`config.mk`:
```
export PLATFORM = sky130hd
export DESIGN_NAME = pgdm_eval
export DESIGN_NICKNAME = d
export VERILOG_FILES = /design/src/pose_gated_descriptor_matcher_assert.svh /design/src/pgdm_pkg.sv /design/src/pgdm_eval.sv
export SDC_FILE = /design/constraint.sdc
export NUM_CORES = 2
export LEC_CHECK = 0
export BUFFER_PORTS_ARGS = -buffer_cell sky130_fd_sc_hd__buf_2
export CAP_MARGIN = 20
export CORE_UTILIZATION = 35
export DETAILED_ROUTE_END_ITERATION = 8
export SLEW_MARGIN = 5
export SYNTH_ARGS = -nofsm -noshare
export SYNTH_HDL_FRONTEND = slang
export SYNTH_SLANG_ARGS = --single-unit
```
`constraint.sdc`:
```
create_clock -name aclk -period 10.3 [get_ports aclk]
set_clock_uncertainty 0.2 [all_clocks]
set_input_delay 1.545 -clock aclk [delete_from_list [all_inputs] [get_ports aclk]]
set_output_delay 1.545 -clock aclk [all_outputs]
set_load 0.05 [all_outputs]
```
`src/pose_gated_descriptor_matcher_assert.svh`:
```
// ---------------------------------------------------------------------------
// Assertion macros for the pose gated descriptor matcher
// Concurrent checks clocked on aclk and held off while aresetn is low.
// ---------------------------------------------------------------------------
`ifndef POSE_GATED_DESCRIPTOR_MATCHER_ASSERT_SVH
`define POSE_GATED_DESCRIPTOR_MATCHER_ASSERT_SVH

`ifndef SYNTHESIS
// A condition that must hold at every clock edge.
`define PGDM_ASSERT_ALWAYS(label, cond) \
    label: assert property (@(posedge aclk) disable iff (!aresetn) (cond)) \
        else $error("pgdm assertion failed");
// A condition that must hold in the same cycle as its trigger.
`define PGDM_ASSERT_IMPLY(label, ante, cons) \
    label: assert property (@(posedge aclk) disable iff (!aresetn) (ante) |-> (cons)) \
        else $error("pgdm assertion failed");
// A condition that must hold in the cycle after its trigger.
`define PGDM_ASSERT_NEXT(label, ante, cons) \
    label: assert property (@(posedge aclk) disable iff (!aresetn) (ante) |=> (cons)) \
        else $error("pgdm assertion failed");
`else
`define PGDM_ASSERT_ALWAYS(label, cond)
`define PGDM_ASSERT_IMPLY(label, ante, cons)
`define PGDM_ASSERT_NEXT(label, ante, cons)
`endif

`endif

```
`src/pgdm_pkg.sv`:
```
// ---------------------------------------------------------------------------
// Pose gated descriptor matcher package
// Sizes, register indexes, shared types and a helper function.
// ---------------------------------------------------------------------------
`timescale 1ns / 1ps

package pgdm_pkg;

    // Store size and descriptor length.
    localparam int MAX_POINTS = 64;
    localparam int DESC_BITS  = 256;
    localparam int DESC_WORDS = (DESC_BITS + 63) / 64;

    // Derived widths.
    localparam int IDX_W = (MAX_POINTS > 1) ? $clog2(MAX_POINTS) : 1;
    localparam int CNT_W = $clog2(MAX_POINTS + 1);
    localparam int HD_W  = $clog2(DESC_BITS + 1);

    // Fixed field widths.
    localparam int COORD_W = 16;
    localparam int QIDX_W  = 12;
    localparam int TIDX_W  = 6;
    localparam int HOUT_W  = 9;
    localparam int CFG_W   = 17;
    localparam int CFG_A_W = 3;
    localparam int IN_TDATA_W  = 304;
    localparam int OUT_TDATA_W = 32;

    // Transform arithmetic widths.
    localparam int XF_W  = 40;   // products and sums in 2^-18 pixel units
    localparam int XY_W  = 27;   // rounded Q.4 position
    localparam int DD_W  = 28;   // coordinate difference
    localparam int SQ_W  = 56;   // one squared difference
    localparam int D2_W  = 57;   // squared distance
    localparam int LIM_W = 32;   // squared gate radius

    // Input tdata bit positions.
    localparam int QIDX_LSB = 0;
    localparam int KPX_LSB  = 12;
    localparam int KPY_LSB  = 28;
    localparam int DESC_LSB = 44;

    // Operation codes.
    localparam logic OP_LOAD  = 1'b0;
    localparam logic OP_QUERY = 1'b1;

    // Register indexes.
    localparam logic [CFG_A_W-1:0] REG_ROT_COS   = 3'd0;
    localparam logic [CFG_A_W-1:0] REG_ROT_SIN   = 3'd1;
    localparam logic [CFG_A_W-1:0] REG_SHIFT_X   = 3'd2;
    localparam logic [CFG_A_W-1:0] REG_SHIFT_Y   = 3'd3;
    localparam logic [CFG_A_W-1:0] REG_PIVOT_X   = 3'd4;
    localparam logic [CFG_A_W-1:0] REG_PIVOT_Y   = 3'd5;
    localparam logic [CFG_A_W-1:0] REG_DIST_LIM  = 3'd6;
    localparam logic [CFG_A_W-1:0] REG_HAM_LIM   = 3'd7;

    // Register reset values.
    localparam logic [15:0] ROT_COS_RST  = 16'd16384;
    localparam logic [15:0] DIST_LIM_RST = 16'd160;
    localparam logic [8:0]  HAM_LIM_RST  = 9'd180;

    // One stored keypoint.
    typedef struct packed {
        logic [COORD_W-1:0]   x;
        logic [COORD_W-1:0]   y;
        logic [DESC_BITS-1:0] desc;
    } point_t;

    // Controls shared by every cell of the ring.
    typedef struct packed {
        logic rotate;
        logic load;
    } cell_ctl_t;

    // One candidate leaving the compare pipeline.
    typedef struct packed {
        logic             hit;
        logic [IDX_W-1:0] idx;
        logic [HD_W-1:0]  hd;
    } match_t;

    // Number of ones in a 64-bit word.
    function automatic logic [6:0] popcount64(input logic [63:0] v);
        logic [6:0] n;
        n = 7'd0;
        for (int k = 0; k < 64; k++) begin
            n = n + 7'(v[k]);
        end
        return n;
    endfunction

endpackage

```
`src/pgdm_eval.sv`:
```
// ---------------------------------------------------------------------------
// Candidate evaluator
// Three-stage pipeline that gates one stored keypoint per cycle, while adv
// is high, on pixel distance and descriptor Hamming distance.
// ---------------------------------------------------------------------------
`timescale 1ns / 1ps

module pgdm_eval (
    input  logic                                 aclk,
    input  logic                                 aresetn,
    input  logic                                 adv,
    input  logic                                 in_valid,
    input  logic [pgdm_pkg::IDX_W-1:0]           in_idx,
    input  pgdm_pkg::point_t                     in_pt,
    input  logic signed [pgdm_pkg::XY_W-1:0]     qx,
    input  logic signed [pgdm_pkg::XY_W-1:0]     qy,
    input  logic [pgdm_pkg::DESC_BITS-1:0]       qdesc,
    input  logic [pgdm_pkg::LIM_W-1:0]           lim2,
    input  logic [8:0]                           ham_lim,
    output pgdm_pkg::match_t                     res,
    output logic                                 busy
);
    import pgdm_pkg::*;

    localparam int PAD_W = DESC_WORDS * 64;

    // Stage 1: differences and descriptor XOR.
    logic                    v1_reg;
    logic [IDX_W-1:0]        i1_reg;
    logic signed [DD_W-1:0]  dx_reg, dy_reg;
    logic [PAD_W-1:0]        xr_reg;

    // Stage 2: squares and per-word counts.
    logic                    v2_reg;
    logic [IDX_W-1:0]        i2_reg;
    logic [SQ_W-1:0]         sx_reg, sy_reg;
    logic [6:0]              pc_reg [DESC_WORDS];

    // Stage 3: gate decision.
    logic                    v3_reg;
    match_t                  m3_reg;

    logic [HD_W-1:0]         hd_sum;
    logic [D2_W-1:0]         d2;

    // Valid bits move with the pipeline.
    always_ff @(posedge aclk) begin
        if (!aresetn) begin
            v1_reg <= 1'b0;
            v2_reg <= 1'b0;
            v3_reg <= 1'b0;
        end else if (adv) begin
            v1_reg <= in_valid;
            v2_reg <= v1_reg;
            v3_reg <= v2_reg;
        end
    end

    // Stage 1 payload.
    always_ff @(posedge aclk) begin
        if (adv) begin
            i1_reg <= in_idx;
            dx_reg <= DD_W'(qx) - $signed({{(DD_W-COORD_W){1'b0}}, in_pt.x});
            dy_reg <= DD_W'(qy) - $signed({{(DD_W-COORD_W){1'b0}}, in_pt.y});
            xr_reg <= PAD_W'(qdesc ^ in_pt.desc);
        end
    end

    // Stage 2 payload.
    always_ff @(posedge aclk) begin
        if (adv) begin
            i2_reg <= i1_reg;
            sx_reg <= SQ_W'(dx_reg * dx_reg);
            sy_reg <= SQ_W'(dy_reg * dy_reg);
            for (int w = 0; w < DESC_WORDS; w++) begin
                pc_reg[w] <= popcount64(xr_reg[w*64 +: 64]);
            end
        end
    end

    // Sum of word counts and squared distance.
    always_comb begin
        hd_sum = '0;
        for (int w = 0; w < DESC_WORDS; w++) begin
            hd_sum = hd_sum + HD_W'(pc_reg[w]);
        end
        d2 = D2_W'(sx_reg) + D2_W'(sy_reg);
    end

    // Stage 3 payload.
    always_ff @(posedge aclk) begin
        if (adv) begin
            m3_reg.idx <= i2_reg;
            m3_reg.hd  <= hd_sum;
            m3_reg.hit <= (d2 < D2_W'(lim2)) && (9'(hd_sum) < ham_lim);
        end
    end

    always_comb begin
        res     = m3_reg;
        res.hit = m3_reg.hit && v3_reg;
    end

    assign busy = v1_reg || v2_reg || v3_reg;

endmodule

```
==> Word level (Yosys, flattened, before mapping) <==
Memories as Yosys holds them, arrays and structs flattened.
Index checks and enable logic that the tools add are counted.
{ "totals": {"ff_bits": 455, "ramBits": 28, "out_inout_bits": 17, "memories": 1} }
{ "memory_table": {"columns": ["name", "words", "word_bits", "read_ports", "rd_clocked_by_memory_dff", "write_ports", "line", "text"], "rows": [
  ["pc_reg", 4, 7, 4, 0, 4, "pgdm_eval.sv:37", "logic [6:0] pc_reg [DESC_WORDS];"]
]} }
{ "op_classes": {"n_addsub": 258, "mul": 2, "n_lt_le_gt_ge": 2, "muxes": 2, "bitwise": 1, "reduce_logical": 4} }
{ "ops": {"columns": ["operator", "n"], "rows": [
  ["$add 7x1->7", 228],
  ["$xor 256x256->256", 1],
  ["$mul 28x28->56", 2],
  ["$add 56x56->57", 1],
  ["$lt 57x32->1", 1],
  ["$sub 27x17->28", 2],
  ["$add 6x1->7", 4],
  ["$add 5x1->6", 4],
  ["$add 4x1->5", 4],
  ["$add 3x1->4", 4],
  ["$add 2x1->3", 4],
  ["$add 8x7->9", 1],
  ["$add 9x7->9", 1],
  ["$lt 9x9->1", 1],
  ["$add 1x1->2", 4],
  ["$add 7x7->8", 1],
  ["$logic_and 1x1->1", 2],
  ["$logic_or 1x1->1", 2],
  ["$mux 1", 2]
]} }

==> Logic depth before layout (Yosys ltp) <==
{ "depth": {"word_depth": 63, "mapped_depth": 31, "depth_no_buf": 29} }

==> Worst setup path after synthesis <==
No wires, ideal clock.
{ "synth_timing": {"path_type": "register to register", "startpoint": "register dx_reg[27]", "endpoint": "register sx_reg[55], data pin", "setup_time_ns": 0.138, "arrival_time_ns": 8.216, "required_ns": 9.962, "setup_slack_ns": 1.746, "path_stages_with_launch": 29, "period_less_slack_ns": 8.554, "cell_sequence": "edfxtp_1 -> clkbuf_1 -> clkbuf_1 -> and2_1 -> fa_1 -> inv_1 -> fa_1 -> inv_1 -> fa_1 -> fa_1 -> inv_1 -> fa_1 -> inv_1 -> fa_1 -> fa_1 -> ha_1 -> ha_1 -> a21o_1 -> a21o_1 -> a21o_1 -> a21oi_1 -> o21bai_1 -> a21o_1 -> a21o_1 -> a21oi_1 -> o32ai_1 -> o41a_1 -> or4_1 -> nand4_1"} }
{ "synth_between": {"elab_chain_len": 1} }
{ "synth_rtl": {"columns": ["item", "line", "text"], "rows": [
  ["from (decl)", "pgdm_eval.sv:30", "logic signed [DD_W-1:0] dx_reg, dy_reg;"],
  ["from (signal assigned)", "pgdm_eval.sv:63", "dx_reg <= DD_W'(qx) - $signed({{(DD_W-COORD_W){1'b0}}, in_pt.x});"],
  ["$mul 28x28->56", "pgdm_eval.sv:73", "sx_reg <= SQ_W'(dx_reg * dx_reg);"],
  ["to (signal assigned)", "pgdm_eval.sv:73", null],
  ["to (decl)", "pgdm_eval.sv:36", "logic [SQ_W-1:0] sx_reg, sy_reg;"]
]} }
Every way passes these cells.
A chain may end at the register's enable or synchronous reset.

==> Final worst setup path <==
Same ends and word-level chain as after synthesis.

==> metrics.csv <==
metric,value,unit
Largest register FFs,256,
post-synthesis cell type count,72,
worst path arrival time,9.58,ns
Slew @ Worst Pin,1.05,ns
DRC Markers,0,
Metal-1 WL,80.9,mm
DRC violation total after the first TritonRoute iteration,2761,
#FFs+latches synth,481,
GP Congestion,0.939,
Worst Path Required,10.65,ns
WL/cell,19.9,µm
vias in the first global route,60286,
CP max stage delay,0.92,ns
relative slew slack,29.7,%
Worst-Skew Late Latency,0.71,ns
Ys Warns,0,
register area,14400,µm²
top post-synthesis cells by area,"fa_1 43%, edfxtp_1 18%, inv_1 10%",
Root Buffer,clkbuf_16,
Setup-failing EPs final,0,
FMAX,108,MHz
crit-path most repeated cell,fa_1,
vias per std cell,4.71,
ys flop type,edfxtp_1,
post-synth top area cell,fa_1,
share of cells above drive strength 1,10.7,%
Routed Antenna Nets,0,
top-count cell post-synth,inv_1,
register area share after synthesis,17.9,%
commonest cells in the netlist,"2153 x inv_1, 1745 x fa_1, 599 x ha_1",
CTS Sinks,481,
RSZ-0062 raised after global routing,false,
drt pass-1 iters,6,
"delay-heaviest family, CP",adder cells,
crit path launch type,flip-flop,
Period minus WS final,9.22,ns
port buffer count,665,
Initial Utilization,35.3,%
critical path class,reg2reg,
met2 WL,120,mm
area share of the largest cell type after synthesis,43.4,%
htree depth,3,
Nets,11207,
slowest stage cell on the critical path,fa_1,
die width,481,µm
CP Capture Type,flip-flop,
Post-synth EDFFs,478,
maxcap violations,0,
GRT overflow,0,
initial antenna violation count,57,
I/O pin cnt,666,
Core Region,228000,µm²
All-Layer GR Usage,20.1,%
Layout area overhead,11.7,%
critical path peak fanout,45,
row count,175,
synthesized area,80400,µm²
Post-Syn Area per Cell,10.6,µm²
die footprint,232000,µm²
Longest Clk Path Bufs,3,
global-route wire length before repair,348,mm
Detailed Route WL,225,mm
CTS tree,built,
Die Height,481,µm
largest net degree at the start of global routing,166,
TNS Setup,0,ns
via count,53238,
Filler Cells Inserted,22252,
"Async S/R FF share, synth",0,%
max layer used,met5,
Gate Count Post-Synth,7581,
"Reg clk slew, reported paths",0.06,ns
HP Class,reg2reg,
area taken by multi-input logic gates,57100,µm²
TritonCTS Buffers,66,
status,completed,
Hold Fails Final Rpt,0,
CP Buf/Inv Count,4,
post-cts sizing count,0,
Post CTS Setup Buffer Count,0,
Slew Limit Fails,0,
DP Wirelength,194,mm
post-cts hold buffer count,0,
total nets after synthesis,10574,
Tcrit/Tclk final,89.5,%
met3 wire len,12.1,mm
## final cells by class
type | instances | share of cell area, %
multi-input cells | 4754 | 63.6
flip-flops and latches | 481 | 16.0
inverters | 2154 | 9.00
repair buffers | 757 | 4.52
well taps | 3009 | 4.19
clock buffers | 76 | 1.88
clock inverters | 42 | 0.658
diodes | 27 | 0.0752
## cell families after synthesis
kind of cell	after synthesis	share of synthesized area (%)
flip-flops	481	17.9
AO/OA/AOI/OAI	601	4.93
AND/OR/NAND/NOR	1306	7.84
XOR/XNOR	484	5.27
adder cells (fa/ha/maj)	2344	52.8
multiplexers	19	0.244
buffers and inverters	2346	11.0
## worst paths after layout
kind / start / end / slack [ns] / depth (start not counted)
setup / recovery: dx_reg[27] / sx_reg[55] / 1.08 / 26
hold / removal: i2_reg[5] / res[14] / 0.22 / 0
setup reg to reg: dx_reg[27] / sx_reg[55] / 1.08 / 26
hold reg to reg: i2_reg[5] / res[14] / 0.22 / 0
## metrics by stage
stage	setup slack, ns	area, µm²	hold WS, ns	cells	util (%)
2_1_floorplan	1.75	80400	0.200	7581	-
3_3_place_gp	1.27	87400	0.205	11154	38.4
3_5_place_dp	1.05	87400	0.207	11154	38.4
4_1_cts	1.06	89700	0.220	11272	39.4
5_1_grt	0.549	89800	0.226	11291	39.4
6_report	1.08	89800	0.217	11300	39.4
## placed cells by master (no fill, tap or decap), drive strengths merged, types with 20 or more instances in the layout
cell and count:
buf 756, nand4 21, a211oi 20, o21a 24, xnor2 160, fa 1745
a21oi 174, o21ai 95, o21bai 33, nor2b 69, nand2b 40, edfxtp 478
nor3 26, clkbuf 76, xor2 324, and3 20, nand3 51, nor4 21
ha 599, o211ai 23, diode 27, inv 2161, nand2 544, and2 291
nor2 179, a21o 126, clkinv 24
## layer usage
metal  global-route usage [%]  vias up
met5                        0        -
met4                     9.11       36
met3                     3.43      441
met2                     37.4     1517
met1                     22.1    27228
li1                         -    24016
Power is left out: the tool's default activity adds up to more than one toggle a clock period on the data nets, which glitch-free logic cannot reach.
