===== src/pose_gated_descriptor_matcher_assert.svh =====
// ---------------------------------------------------------------------------
// Assertion macros for the pose gated descriptor matcher
// Concurrent checks clocked on aclk and held off while aresetn is low.
// ---------------------------------------------------------------------------
`ifndef POSE_GATED_DESCRIPTOR_MATCHER_ASSERT_SVH
`define POSE_GATED_DESCRIPTOR_MATCHER_ASSERT_SVH

`ifndef SYNTHESIS
// A condition that must hold at every clock edge.
`define PGDM_ASSERT_ALWAYS(label, cond) \
    label: assert property (@(posedge aclk) disable iff (!aresetn) (cond)) \
        else $error("pgdm assertion failed");
// A condition that must hold in the same cycle as its trigger.
`define PGDM_ASSERT_IMPLY(label, ante, cons) \
    label: assert property (@(posedge aclk) disable iff (!aresetn) (ante) |-> (cons)) \
        else $error("pgdm assertion failed");
// A condition that must hold in the cycle after its trigger.
`define PGDM_ASSERT_NEXT(label, ante, cons) \
    label: assert property (@(posedge aclk) disable iff (!aresetn) (ante) |=> (cons)) \
        else $error("pgdm assertion failed");
`else
`define PGDM_ASSERT_ALWAYS(label, cond)
`define PGDM_ASSERT_IMPLY(label, ante, cons)
`define PGDM_ASSERT_NEXT(label, ante, cons)
`endif

`endif


===== src/pgdm_pkg.sv =====
// ---------------------------------------------------------------------------
// Pose gated descriptor matcher package
// Sizes, register indexes, shared types and a helper function.
// ---------------------------------------------------------------------------
`timescale 1ns / 1ps

package pgdm_pkg;

    // Store size and descriptor length.
    localparam int MAX_POINTS = 64;
    localparam int DESC_BITS  = 256;
    localparam int DESC_WORDS = (DESC_BITS + 63) / 64;

    // Derived widths.
    localparam int IDX_W = (MAX_POINTS > 1) ? $clog2(MAX_POINTS) : 1;
    localparam int CNT_W = $clog2(MAX_POINTS + 1);
    localparam int HD_W  = $clog2(DESC_BITS + 1);

    // Fixed field widths.
    localparam int COORD_W = 16;
    localparam int QIDX_W  = 12;
    localparam int TIDX_W  = 6;
    localparam int HOUT_W  = 9;
    localparam int CFG_W   = 17;
    localparam int CFG_A_W = 3;
    localparam int IN_TDATA_W  = 304;
    localparam int OUT_TDATA_W = 32;

    // Transform arithmetic widths.
    localparam int XF_W  = 40;   // products and sums in 2^-18 pixel units
    localparam int XY_W  = 27;   // rounded Q.4 position
    localparam int DD_W  = 28;   // coordinate difference
    localparam int SQ_W  = 56;   // one squared difference
    localparam int D2_W  = 57;   // squared distance
    localparam int LIM_W = 32;   // squared gate radius

    // Input tdata bit positions.
    localparam int QIDX_LSB = 0;
    localparam int KPX_LSB  = 12;
    localparam int KPY_LSB  = 28;
    localparam int DESC_LSB = 44;

    // Operation codes.
    localparam logic OP_LOAD  = 1'b0;
    localparam logic OP_QUERY = 1'b1;

    // Register indexes.
    localparam logic [CFG_A_W-1:0] REG_ROT_COS   = 3'd0;
    localparam logic [CFG_A_W-1:0] REG_ROT_SIN   = 3'd1;
    localparam logic [CFG_A_W-1:0] REG_SHIFT_X   = 3'd2;
    localparam logic [CFG_A_W-1:0] REG_SHIFT_Y   = 3'd3;
    localparam logic [CFG_A_W-1:0] REG_PIVOT_X   = 3'd4;
    localparam logic [CFG_A_W-1:0] REG_PIVOT_Y   = 3'd5;
    localparam logic [CFG_A_W-1:0] REG_DIST_LIM  = 3'd6;
    localparam logic [CFG_A_W-1:0] REG_HAM_LIM   = 3'd7;

    // Register reset values.
    localparam logic [15:0] ROT_COS_RST  = 16'd16384;
    localparam logic [15:0] DIST_LIM_RST = 16'd160;
    localparam logic [8:0]  HAM_LIM_RST  = 9'd180;

    // One stored keypoint.
    typedef struct packed {
        logic [COORD_W-1:0]   x;
        logic [COORD_W-1:0]   y;
        logic [DESC_BITS-1:0] desc;
    } point_t;

    // Controls shared by every cell of the ring.
    typedef struct packed {
        logic rotate;
        logic load;
    } cell_ctl_t;

    // One candidate leaving the compare pipeline.
    typedef struct packed {
        logic             hit;
        logic [IDX_W-1:0] idx;
        logic [HD_W-1:0]  hd;
    } match_t;

    // Number of ones in a 64-bit word.
    function automatic logic [6:0] popcount64(input logic [63:0] v);
        logic [6:0] n;
        n = 7'd0;
        for (int k = 0; k < 64; k++) begin
            n = n + 7'(v[k]);
        end
        return n;
    endfunction

endpackage


===== src/pgdm_cell.sv =====
// ---------------------------------------------------------------------------
// Keypoint cell
// Holds one stored keypoint; loads it from the input or takes its
// neighbor's keypoint when the ring rotates.
// ---------------------------------------------------------------------------
`timescale 1ns / 1ps

module pgdm_cell (
    input  logic               aclk,
    input  pgdm_pkg::cell_ctl_t ctl,
    input  logic               sel,
    input  pgdm_pkg::point_t   load_pt,
    input  pgdm_pkg::point_t   nbr_pt,
    output pgdm_pkg::point_t   pt
);
    import pgdm_pkg::*;

    point_t pt_reg;

    // Rotation has priority; loads only happen while the ring is parked.
    always_ff @(posedge aclk) begin
        if (ctl.rotate) begin
            pt_reg <= nbr_pt;
        end else if (ctl.load && sel) begin
            pt_reg <= load_pt;
        end
    end

    assign pt = pt_reg;

endmodule


===== config.mk =====
export PLATFORM = sky130hd
export DESIGN_NAME = pgdm_cell
export DESIGN_NICKNAME = d
export VERILOG_FILES = /design/src/pose_gated_descriptor_matcher_assert.svh /design/src/pgdm_pkg.sv /design/src/pgdm_cell.sv
export SDC_FILE = /design/constraint.sdc
export NUM_CORES = 1
export LEC_CHECK = 0
export BUFFER_PORTS_ARGS = -buffer_cell sky130_fd_sc_hd__buf_2
export CAP_MARGIN = 20
export CORE_AREA = 10 10 333 335
export CTS_CLUSTER_SIZE = 24
export DETAILED_ROUTE_END_ITERATION = 7
export DIE_AREA = 0 0 343 345
export GPL_ROUTABILITY_DRIVEN = 0
export PLACE_DENSITY = 0.31
export SYNTH_ARGS = -nofsm -noshare
export SYNTH_HDL_FRONTEND = slang
export SYNTH_SLANG_ARGS = --single-unit

===== constraint.sdc =====
create_clock -name aclk -period 22.4 [get_ports aclk]
set_clock_uncertainty 0.15 [all_clocks]
set_input_delay 4.48 -clock aclk [delete_from_list [all_inputs] [get_ports aclk]]
set_output_delay 4.48 -clock aclk [all_outputs]
set_load 0.05 [all_outputs]

Word level (Yosys, flattened, before mapping)
Index checks and enable logic that the tools add are counted.
{ "op_classes": {"n_mux": 2, "reduce_logical": 2} }
{ "ops": {"columns": ["operator", "count"], "rows": [
  ["2-to-1 mux 288 bit", 2],
  ["nonzero test 2 bit", 1],
  ["logical AND 1 bit", 1]
]} }
{ "totals": {"regBits": 288, "inputBits": 580, "out_inout_bits": 288, "elab_cells": 7} }

Depth between registers and ports, before layout
Gate-level depths: netlist (run 1).
{ "depth": {"depth_word": 3, "mapped_depth": 4, "depth_no_buf": 1} }

Least setup slack after synthesis (run 1)
OpenSTA, ideal clock, no wires.
{ "synth_timing": {"path_kind": "input port to flip-flop", "start": "input ctl[1] in the netlist's numbering", "end": "register pt_reg, in the netlist pt[0], enable pin", "setup_ns": 0.650, "arrival_time_ns": 10.633, "required_ns": 21.600, "slack_ns": 10.967, "cell_stages": 4, "path_buffers": 3, "cell_sequence": "buf_6 -> buf_6 -> buf_6 -> a21o_1"} }
{ "synth_via": {"elab_chain_len": 1} }
{ "synth_lines": {"columns": ["element", "line_no", "rtl"], "rows": [
  ["start: declaration", "pgdm_cell.sv:10", "input pgdm_pkg::cell_ctl_t ctl,"],
  ["nonzero test 2 bit (no line)", null, null],
  ["end signal: assignment", "pgdm_cell.sv:23", "pt_reg <= nbr_pt;"],
  ["end signal: assignment", "pgdm_cell.sv:25", "pt_reg <= load_pt;"],
  ["end: declaration", "pgdm_cell.sv:18", "point_t pt_reg;"]
]} }
Every way passes these cells.
A chain may end at the register's enable or synchronous reset.

Worst setup path in the final report (run 1)
{ "layout_timing": {"start": "input ctl[1] in the netlist's numbering", "end": "register pt_reg, in the netlist pt[243], enable pin"} }
Same word-level chain as after synthesis.

==> flow_summary.ini, run 1 <==
[clocking]
clock-sinks = 288
cts-root-buf = clkbuf_16
path_clk_slew_ns = 0.06
cts_buffers = 38
cts_buffer_depth = 3
cts_max_level = 2
post-cts-setup-buffers = 0
ctsResizeCount = 0
cts_tree = yes
holdBufCountCts = 0

[outcome]
status = complete, no violations

[yosys]
ys_seq_elements = 288
synth_top_area_cell = edfxtp_1
synth_top_area_share = 0.667
synthFlopType = edfxtp_1
synth_most_common_cell = edfxtp_1
ys_async_sr_fraction = 0
synth_mux_area_frac = 0.308
synth-xor-area-share = 0
synth_edf_count = 288
syn_avg_cell_area_sq_um = 21.3
ys_top_cells_by_area = edfxtp_1, mux2_4, mux2_2
synthDistinctLibCells = 6
synth-compound-area-share = 0.000579
ys_seq_area_frac = 0.667
syn-cell-area_sq_um = 13000
yosysWarnings = 0
synth_top_family_by_area = multiplexers
synth_common_cells = edfxtp_1, mux2_4, mux2_2
synth_fa_ha_area_frac = 0
syn_inst = 609
synthSimpleGateAreaFrac = 0
synthesis.nets = 1189

[finish]
largest_register_ffs = 288
final_area_sq_um = 19900
multi_input_area_sq_um = 4010
ff_latch_area_sq_um = 8650
areaGrowthSynthToFinish_pct = 53.8
fillers = 11455
fin_nets = 2071
drive_gt1_frac = 0.798

[route]
dr.pass1.iters = 4
wl_microns = 60300
top_layer_used = met5
vias_per_cell = 3.14
drt_iter0_markers = 301
vias = 9121
wl_met2_microns = 31600
wl_met1_microns = 20700
dr_wl_met3_microns = 6720
wl_per_cell_microns = 20.7
detail-route-antenna-nets = 0
drcViolationCount = 0

[sta]
rsz0062_at_grt = false
finalSetupViolCount = 0
hold_violations = 0
drv_slew = 0
min_period_ns = 7.49
fin_crit_sh = 0.335
max_freq_mhz = 133
tns_ns = 0
worstMarginPinSlew_ns = 1.11
relSlewSlack = 0.259

[worst_setup_path]
crit_path_start = ctl[1]
cp_slowest_cell = buf_4
crit_buf_inv = 3
cp-end-kind = flip-flop
path_cells = buf_8 -> a21o_4 -> buf_4 -> buf_4
cp_max_fo = 88
crit_top_cell = buf_4
worst-setup-path-type = primary input to flip-flop
cp_data_required_time_ns = 22.44
worst_setup_path_start_kind = primary input
path_delay_family = buffers and inverters
slowest_delay_ns = 0.82
cp.arrival_ns = 7.53

[power]
peakVddDrop_mv = 0.0426
power.leakage_nw = 8.87
powerDensity_nw_per_um2 = 85.8
p_int_mw = 1.14
seqPwrFrac = 0.401
p_clk_frac = 0.338
combPwrFrac = 0.262
switching_share = 0.336
p_switching_mw = 0.576

[global_route]
track_usage = 0.0960
grt-ovfl-total = 0
grt_max_degree = 107
grt_pass1_vias = 10305
grt_pass1_wl_microns = 80900
antenna_found_initial = 10

[die]
rows = 119
dieHeight_microns = 345
core-area_sq_um = 104000
ios = 868
die_x_microns = 343
floorplan.initialDensity = 0.124
dieArea_sq_um = 118000

[hold_path]
hp-class = primary input to flip-flop
min_from = load_pt[237]

[place]
io_buffers = 867
placed_area_sq_um = 18800
hpwlAfterDp_microns = 49700

[run]
cap_viol_max_count = 0
-- path summary, 6_finish.rpt --
path / endpoint / slack [ns] / depth (start not counted)
hold / removal: pt[237] / 4.07 / 2
setup / recovery: pt[243] / 14.91 / 4
-- per-stage QoR --
step                setup WS (ns)  cells  total power [mW]  utilization  hold WS (ns)
finish                      14.91   2906              1.71        0.191          4.07
global route                14.69   2905              1.79        0.191          4.02
CTS                         14.87   2904              1.75        0.191          4.00
detailed placement          14.26   2842              1.16        0.180          4.63
global placement            14.36   2842              1.16        0.180          4.63
floorplan                   10.97    609              1.00            -          4.55
-- power groups by stage --
stage / combinational (mW) / clock (mW) / sequential, mW
after floorplan: 0.0835 / 0 / 0.919
after global routing: 0.470 / 0.625 / 0.692
final: 0.448 / 0.578 / 0.685
after detailed placement: 0.458 / 0 / 0.697
after CTS: 0.459 / 0.608 / 0.688
after global placement: 0.460 / 0 / 0.698
-- layer usage --
metal | GRT usage | vias up
met2 | 0.178 | 484
met5 | 0 | -
met3 | 0.0486 | 74
met4 | 0.0233 | 10
li1 | - | 4170
met1 | 0.0928 | 4383
-- cells by family (layout without fill, tap and decap cells) --
kind of cell	count (synthesis)	in the layout
mux	288	288
other cells	0	2
buf+inv	32	936
compound gates	1	1
flops	288	288
-- cell usage in the layout (no fill, tap or decap), types with 2 or more instances in the layout --
| cell | count |
|---|---|
| buf_2 | 866 |
| buf_4 | 6 |
| bufinv_16 | 2 |
| clkbuf_1 | 9 |
| clkbuf_16 | 39 |
| clkinv_1 | 8 |
| clkinv_2 | 3 |
| diode_2 | 2 |
| edfxtp_1 | 288 |
| mux2_2 | 88 |
| mux2_4 | 200 |
-- area by class of cell --
class / count / area share
Clock inverter: 14 / 0.00571
Multi-Input combinational cell: 289 / 0.201
Sequential cell: 288 / 0.434
Clock buffer: 48 / 0.0506
Timing Repair Buffer: 874 / 0.221
Antenna cell: 2 / 0.000251
Tap cell: 1391 / 0.0873
No activity file was read; power rests on OpenSTA's default activity.
==> run 2: changes to the inputs <==
--- a/config.mk
+++ b/config.mk
@@ -7,12 +7,12 @@
 export LEC_CHECK = 0
 export BUFFER_PORTS_ARGS = -buffer_cell sky130_fd_sc_hd__buf_2
 export CAP_MARGIN = 20
-export CORE_AREA = 10 10 333 335
+export CORE_AREA = 10 10 326 328
 export CTS_CLUSTER_SIZE = 24
 export DETAILED_ROUTE_END_ITERATION = 7
-export DIE_AREA = 0 0 343 345
+export DIE_AREA = 0 0 336 338
 export GPL_ROUTABILITY_DRIVEN = 0
-export PLACE_DENSITY = 0.31
+export PLACE_DENSITY = 0.33
 export SYNTH_ARGS = -nofsm -noshare
 export SYNTH_HDL_FRONTEND = slang
 export SYNTH_SLANG_ARGS = --single-unit
==> constraint.sdc (replaced) <==
create_clock -name aclk -period 6 [get_ports aclk]
set_clock_uncertainty 0.15 [all_clocks]
set_input_delay 1.2 -clock aclk [delete_from_list [all_inputs] [get_ports aclk]]
set_output_delay 1.2 -clock aclk [all_outputs]
set_load 0.05 [all_outputs]
==> flow_summary.ini, run 2 (synthesis gave the netlist of run 1 again) <==
[finish]
mostFrequentLayoutCell = buf_2
drive_gt1_frac = 0.797
fin_util = 0.200
largest_register_ffs = 288
fin_cells = 2829
final_area_sq_um = 19900
fin_nets = 2077
layout.cells.most_common_list = buf_2, edfxtp_1, mux2_4
areaGrowthSynthToFinish_pct = 53.7

[global_route]
grt-ovfl-total = 0
grt_pass1_wl_microns = 79100
antenna_found_initial = 19
track_usage = 0.0988
grt_pass1_vias = 10108
grt_max_degree = 117

[worst_setup_path]
cp.arrival_ns = 3.12
cp-end-kind = flip-flop
slowest_delay_ns = 0.65
path_cells = buf_8 -> buf_12 -> buf_4 -> mux2_4
crit_buf_inv = 3
path_delay_family = buffers and inverters
cp_max_fo = 76
crit_path_start = ctl[1]
worst-setup-path-type = primary input to flip-flop
cp_data_required_time_ns = 6.17
cp_slowest_cell = buf_4
worst_setup_path_start_kind = primary input

[sta]
fin_crit_sh = 0.492
fin_hold_ws_ns = 0.765
setup_ws_ns = 3.05
tns_ns = 0
finalSetupViolCount = 0
worstMarginPinSlew_ns = 1.16
max_freq_mhz = 339
min_period_ns = 2.95
rsz0062_at_grt = false
relSlewSlack = 0.226
drv_slew = 0
hold_violations = 0

[place]
pre_cts_slack_ns = 2.45
place_inst = 2754
hpwlAfterDp_microns = 49900
placed_area_sq_um = 18800
io_buffers = 867

[die]
dieHeight_microns = 338
dieArea_sq_um = 114000
floorplan.initialDensity = 0.130
rows = 116
ios = 868
die_x_microns = 336
core-area_sq_um = 99600

[route]
vias = 9190
detail-route-antenna-nets = 0
drt_iter0_markers = 291
vias_per_cell = 3.25
dr.pass1.iters = 4
wl_per_cell_microns = 21.5
drcViolationCount = 0
wl_microns = 60800

[run]
cap_viol_max_count = 0

[clocking]
cts_buffers = 39
cts_buffer_depth = 3
cts_tree = yes
holdBufCountCts = 0
cts_max_level = 2
clock-sinks = 288
post-cts-setup-buffers = 0
ctsResizeCount = 0
cts-root-buf = clkbuf_16
path_clk_slew_ns = 0.06

[outcome]
status = complete, no violations

[power]
powerDensity_nw_per_um2 = 321
total_power_mw = 6.40
power.leakage_nw = 8.91
peakVddDrop_mv = 0.161
p_int_mw = 4.22
combPwrFrac = 0.259
p_clk_frac = 0.340
p_switching_mw = 2.18
seqPwrFrac = 0.401
switching_share = 0.340

[hold_path]
min_from = nbr_pt[273]
hold_depth = 2
holdPathEnd = pt[273]
hp-class = primary input to flip-flop
-- run 2: cell types whose count changed in the layout (fill, tap and decap cells not counted) --
cell        change
buf_12          +3
clkbuf_1        +3
diode_2         +4
clkinv_2        -1
clkinv_1        +2
bufinv_16       -1
inv_6           +2
buf_4           +2
clkinvlp_4      +2
-- run 2: worst max path at each step --
stage,endpoint,slack [ns],depth (start not counted)
2_1_floorplan,pt[0],0.38,4
3_3_place_gp,pt[270],2.49,4
3_5_place_dp,pt[275],2.45,4
4_1_cts,pt[222],3.03,1
5_1_grt,pt[275],2.98,4
6_report,pt[275],3.05,4
-- run 2: layout make-up --
type                       instances  area, sq um
timing repair buffer             879         4490
clock buffer                      51         1020
antenna                            6         15.0
clock inverter                    18          119
multi-input combinational        289         4010
sequential                       288         8650
tap                             1298         1620
fill                           10834        79600
-- run 2: power groups by stage --
stage	Sequential, mW	Clock, mW	Combinational, mW
detailed placement	2.61	0	1.69
floorplan	3.42	0	0.312
global route	2.59	2.36	1.73
CTS	2.57	2.31	1.69
global placement	2.61	0	1.69
finish	2.57	2.17	1.66
-- run 2: metal layers --
layer / vias up / track usage / routed length, microns
li1: 4205 / - / -
met1: 4412 / 0.0980 / 21200
met2: 478 / 0.186 / 33000
met3: 83 / 0.0374 / 5150
met4: 12 / 0.0347 / 1340
met5: - / 0 / 82
